`src/rtl/gasa_pkg.sv`:
```
package gasa_pkg;

  localparam int MAX_SHELVES = 32;
  localparam int CNT_W       = $clog2(MAX_SHELVES + 1);

  localparam int GW_W    = 10;
  localparam int PAD_W   = GW_W + 1;
  localparam int COORD_W = 16;
  localparam int ATLAS_W = 13;
  localparam int IDX_W   = 5;

  localparam logic [ATLAS_W-1:0] ATLAS_RESET = 13'd512;

  // Floor division by ten via reciprocal multiply; exact for values below 16384.
  localparam int GROW_IN_W  = 14;
  localparam int GROW_MUL   = 6554;
  localparam int GROW_SHIFT = 16;
  localparam int PROD_W     = 28;

  typedef struct packed {
    logic [PAD_W-1:0] pw;
    logic [PAD_W-1:0] ph;
    logic [GW_W-1:0]  h;
    logic [PAD_W-1:0] grow;
  } req_t;

  typedef struct packed {
    logic shift;
    logic clear;
    logic open;
    logic upd;
    logic last;
  } cmd_t;

  typedef struct packed {
    logic               fit;
    logic [COORD_W-1:0] x;
    logic [COORD_W-1:0] y;
  } cell_stat_t;

  function automatic logic [COORD_W-1:0] sat16(input logic [COORD_W:0] v);
    return v[COORD_W] ? {COORD_W{1'b1}} : v[COORD_W-1:0];
  endfunction

endpackage

```
`src/rtl/gasa_cell.sv`:
```
module gasa_cell (
  input  logic                            clk,
  input  logic                            rst_n,
  input  gasa_pkg::cmd_t                  cmd,
  input  gasa_pkg::req_t                  req,
  input  logic [gasa_pkg::ATLAS_W-1:0]    atlas,
  input  logic                            tok_in,
  input  logic [gasa_pkg::COORD_W-1:0]    prev_in,
  output logic                            tok_out,
  output logic [gasa_pkg::COORD_W-1:0]    bot_out,
  output gasa_pkg::cell_stat_t            stat
);

  logic                           tok_r, tok_nxt;
  logic [gasa_pkg::COORD_W-1:0]   prev_r, prev_nxt;
  logic [gasa_pkg::COORD_W-1:0]   bottom_r, bottom_nxt;
  logic [gasa_pkg::COORD_W-1:0]   right_r, right_nxt;
  logic [gasa_pkg::COORD_W:0]     rh;
  logic [gasa_pkg::COORD_W:0]     ph_x;
  logic                           fit_c;
  logic [gasa_pkg::COORD_W-1:0]   new_bot;
  logic [gasa_pkg::COORD_W-1:0]   base_bot;
  logic [gasa_pkg::COORD_W-1:0]   base_right;
  logic [gasa_pkg::COORD_W:0]     h1;
  logic [gasa_pkg::COORD_W-1:0]   y_c;
  logic [gasa_pkg::COORD_W-1:0]   x_c;

  always_comb begin
    ph_x    = (gasa_pkg::COORD_W+1)'(req.ph);
    rh      = (bottom_r >= prev_r) ? {1'b0, bottom_r - prev_r} : '0;
    fit_c   = (ph_x <= rh) && (ph_x >= (rh >> 1)) &&
              (({1'b0, right_r} + (gasa_pkg::COORD_W+1)'(req.pw)) <
               (gasa_pkg::COORD_W+1)'(atlas));
    new_bot = gasa_pkg::sat16({1'b0, prev_r} + (gasa_pkg::COORD_W+1)'(req.grow));

    base_bot   = cmd.last ? new_bot : bottom_r;
    base_right = cmd.last ? '0 : right_r;
    h1         = (gasa_pkg::COORD_W+1)'(req.h) + (gasa_pkg::COORD_W+1)'(1);
    y_c        = ({1'b0, base_bot} >= h1) ?
                 gasa_pkg::COORD_W'({1'b0, base_bot} - h1) : '0;
    x_c        = gasa_pkg::sat16({1'b0, base_right} + (gasa_pkg::COORD_W+1)'(1));

    stat.fit = tok_r & fit_c;
    stat.x   = tok_r ? x_c : '0;
    stat.y   = tok_r ? y_c : '0;
  end

  always_comb begin
    tok_nxt    = tok_r;
    prev_nxt   = prev_r;
    bottom_nxt = bottom_r;
    right_nxt  = right_r;
    if (cmd.shift) begin
      tok_nxt  = tok_in;
      prev_nxt = prev_in;
    end else if (cmd.clear) begin
      tok_nxt = 1'b0;
    end
    if (tok_r && (cmd.open || cmd.upd)) begin
      right_nxt = gasa_pkg::sat16({1'b0, base_right} + (gasa_pkg::COORD_W+1)'(req.pw));
    end
    if (tok_r && cmd.open) begin
      bottom_nxt = new_bot;
    end
  end

  always_ff @(posedge clk) begin
    if (!rst_n) begin
      tok_r <= 1'b0;
    end else begin
      tok_r <= tok_nxt;
    end
  end

  always_ff @(posedge clk) begin
    prev_r   <= prev_nxt;
    bottom_r <= bottom_nxt;
    right_r  <= right_nxt;
  end

  assign tok_out = tok_r;
  assign bot_out = bottom_r;

endmodule

```
`config.mk`:
```
export PLATFORM = sky130hd
export DESIGN_NAME = gasa_cell
export DESIGN_NICKNAME = d
export VERILOG_FILES = /design/src/rtl/gasa_pkg.sv /design/src/rtl/gasa_cell.sv
export SDC_FILE = /design/constraint.sdc
export NUM_CORES = 1
export LEC_CHECK = 0
export BUFFER_PORTS_ARGS = -buffer_cell sky130_fd_sc_hd__buf_2
export CORE_MARGIN = 4
export CORE_UTILIZATION = 50
export CTS_CLUSTER_DIAMETER = 100
export DETAILED_ROUTE_END_ITERATION = 8
export GPL_TIMING_DRIVEN = 1
export PLACE_DENSITY = 0.82
export SKIP_LAST_GASP = 1
export SYNTH_ARGS = -nofsm -noshare
export SYNTH_HDL_FRONTEND = slang
export SYNTH_SLANG_ARGS = --single-unit
```
`constraint.sdc`:
```
create_clock -name clk -period 4.52 [get_ports clk]
set_input_delay 0.226 -clock clk [delete_from_list [all_inputs] [get_ports clk]]
set_output_delay 0.226 -clock clk [all_outputs]
set_load 0.005 [all_outputs]
```
==> out/qor.yml <==
clock_latency_ns: 0.29
antenna_cells: 0
clk_pin_slew_ns: 0.06
syn_area_um2: 6450
ys_warn_count: 0
tritoncts: "built"
grt_pass1_wl_um: 28700
overflow: 0
fin_crit_sh: 1.09
slew_headroom: 0.490
synth_fp_nets: 950
cts_buffers: 5
cts.path.max_buffers: 2
worst_pin_slew_ns: 0.766
ys.flop_type: "edfxtp_1"
final_util: 0.656
die_area_um2: 14800
grt_max_degree: 22
dr_total_vias: 6424
htree_levels: 2
power-per-cell-area_nw_per_um2: 240
irDropWorstVdd_uv: 186
hold_buffers: 0
rows: 41
status: "finished, violations left"
rsz0062_at_grt: "true"
worst_hold_path_type: "in2reg"
antenna_found_initial: 0
critPathKind: "reg2out"
fin_skew_ns: 0.00676
hpwl_um: 14500
drc: 0
vias_per_cell: 5.66
slew_violations: 0
whs_path_depth: 1
grt_pass1_vias: 6061
io_pins: 130
synth-async-reset-ratio: 0
hold_viol: 0
startpoint_type: "register"
final_common_cell: "buf_2"
violations: "setup timing"
port_buffers: 129
crit_fanout: 6
clkSinkCount: 49
clockRootBuffer: "clkbuf_16"
setup_violations: 16
fmax_ghz: 0.202
firstDrtPassIters: 5
routed_wl_um: 18400
ys_types: 70
cap_violations: 0
start_util: 0.511
layout_common_cells: "buf_2, ha_1, nor2_1"
fin_ws_ns: -0.428
ys_seq_area_frac: 0.226
power_leakage_uw: 0.00375
syn_inst: 769
tns_ns: -6.44
wl_per_cell_um: 16.3
core-area_um2: 12600
period_minus_slack_ns: 4.95
cp.required_ns: 4.29
synthToLayoutAreaGrowth_pct: 28.3
drtIter0Drc: 507
die_w_um: 122
final_antenna_net_count: 0
end_kind: "primary output"
synth_enable_flop_cells: 48
die_height_um: 122
gp_congestion: 0.971
ys_ff_latch: 49
synth_area_per_cell_um2: 8.39
final_layout_size_suffix_gt1_frac: 0.309
crit_arrival_ns: 4.72
reg2reg_depth: 13
nets: 1142
track_usage: 0.239
==> state kept, by name, summed over array words and instances, names as in the netlist <==
signal and cells:
prev_r 16, right_r 16, bot_out 16, tok_out 1
==> cell usage after synthesis (3+ instances only) <==
library cell  count  area share
nand4_1          12       0.012
xor2_1           21       0.029
o31ai_1           5      0.0058
a21boi_0         14       0.016
ha_1             96        0.19
nand2b_1         14       0.014
o21a_1           11       0.013
a211oi_1         14       0.016
o211ai_1          5      0.0058
o21ai_0          36       0.028
o31a_1            3      0.0041
edfxtp_1         48        0.22
mux2_2            9       0.016
or2_2             5      0.0048
o21ai_1           3      0.0023
and3_1           14       0.014
xnor2_1          41       0.056
nor2b_1          27       0.026
inv_1            60       0.035
mux2i_1           4      0.0062
a21o_1           16       0.019
clkbuf_1         13      0.0076
a21oi_1          45       0.035
nor2_1           78       0.045
and2_1            8      0.0078
a311oi_1          3      0.0041
fa_1              5       0.016
nand3_1          27       0.021
nand2_1          52       0.030
a31oi_1           8      0.0078
nor3_1           21       0.016
o21ai_2           3      0.0041
nor4_1            3      0.0029
o21bai_1          4      0.0047
==> kinds of logic (layout without fill, tap and decap cells) <==
logic type / Yosys count / after routing / share of synthesized area
compound gates: 194 / 194 / 0.207
xor+xnor: 62 / 62 / 0.0842
fa+ha+maj: 101 / 101 / 0.202
buf+inv: 76 / 269 / 0.0456
flops: 49 / 49 / 0.226
mux: 13 / 13 / 0.0219
simple gates: 274 / 274 / 0.213
==> cell type report <==
class	count	area, um^2
Clock inverter	1	7.51
Multi-Input combinational cell	644	5040
Clock buffer	7	133
Timing Repair Buffer	201	1200
Fill cell	1079	4340
Inverter	60	225
Sequential cell	49	1460
Tap cell	172	215
==> metal layers <==
layer	vias to the layer above	track usage	wire length, um
li1	3192	-	-
met1	2959	0.330	8140
met2	227	0.398	8660
met3	46	0.0265	1130
met4	0	0.0700	499
met5	-	0	0
==> report_power, final <==
| group | leakage [uW] | switching, uW | internal [uW] |
|---|---|---|---|
| logic | 0.00323 | 553 | 509 |
| registers | 0.000457 | 25.3 | 536 |
| clock network | 0.0000641 | 162 | 206 |
| total | 0.00375 | 740 | 1250 |
==> worst paths after layout <==
| path | startpoint | endpoint | slack [ns] |
|---|---|---|---|
| max | prev_r[0]$_DFFE_PP_ | stat[10] | -0.43 |
| min | prev_in[8] | prev_r[8]$_DFFE_PP_ | 0.11 |
| max reg2reg | right_r[0]$_SDFFCE_PP1P_ | right_r[2]$_SDFFCE_PP1P_ | 0.88 |
| min reg2reg | prev_r[15]$_DFFE_PP_ | bot_out[15]$_DFFE_PP_ | 0.69 |
==> through the flow <==
step	hold WS, ns	std cells	worst slack [ns]	cell area, um^2	power, uW
after global placement	0.404	1111	-0.190	7730	1470
after CTS	0.103	1128	-0.410	8090	1930
after global routing	0.103	1134	-0.665	8280	2120
final	0.107	1134	-0.428	8280	1990
after floorplan	0.325	769	-0.0398	6520	1180
after detailed placement	0.404	1111	-0.325	7730	1500
==> what timing repair did <==
item                                    CTS  global route
endpoints found under the setup margin   17            17
resized for setup                        38            29
gates cloned                              1             0
pin swaps                                27            21
buffers inserted                          8             6
==> worst max-delay path, stage by stage (launching register included) <==
cell      delay (ns)
edfxtp_1        0.43
ha_4            0.19
fa_2            0.35
a211oi_2        0.22
o21ai_1         0.12
a211o_2         0.34
nand2_4         0.11
buf_4           0.12
a31oi_1         0.08
ha_1            0.38
nor2b_4         0.16
o21ai_4         0.18
a21oi_4         0.09
o41ai_4         0.35
o21ai_2         0.11
nor3_2          0.25
o21ai_2         0.12
o41ai_4         0.28
buf_4           0.20
buf_6           0.15
nor3_2          0.05
buf_2           0.13
No activity file was read; power rests on OpenSTA's default activity.
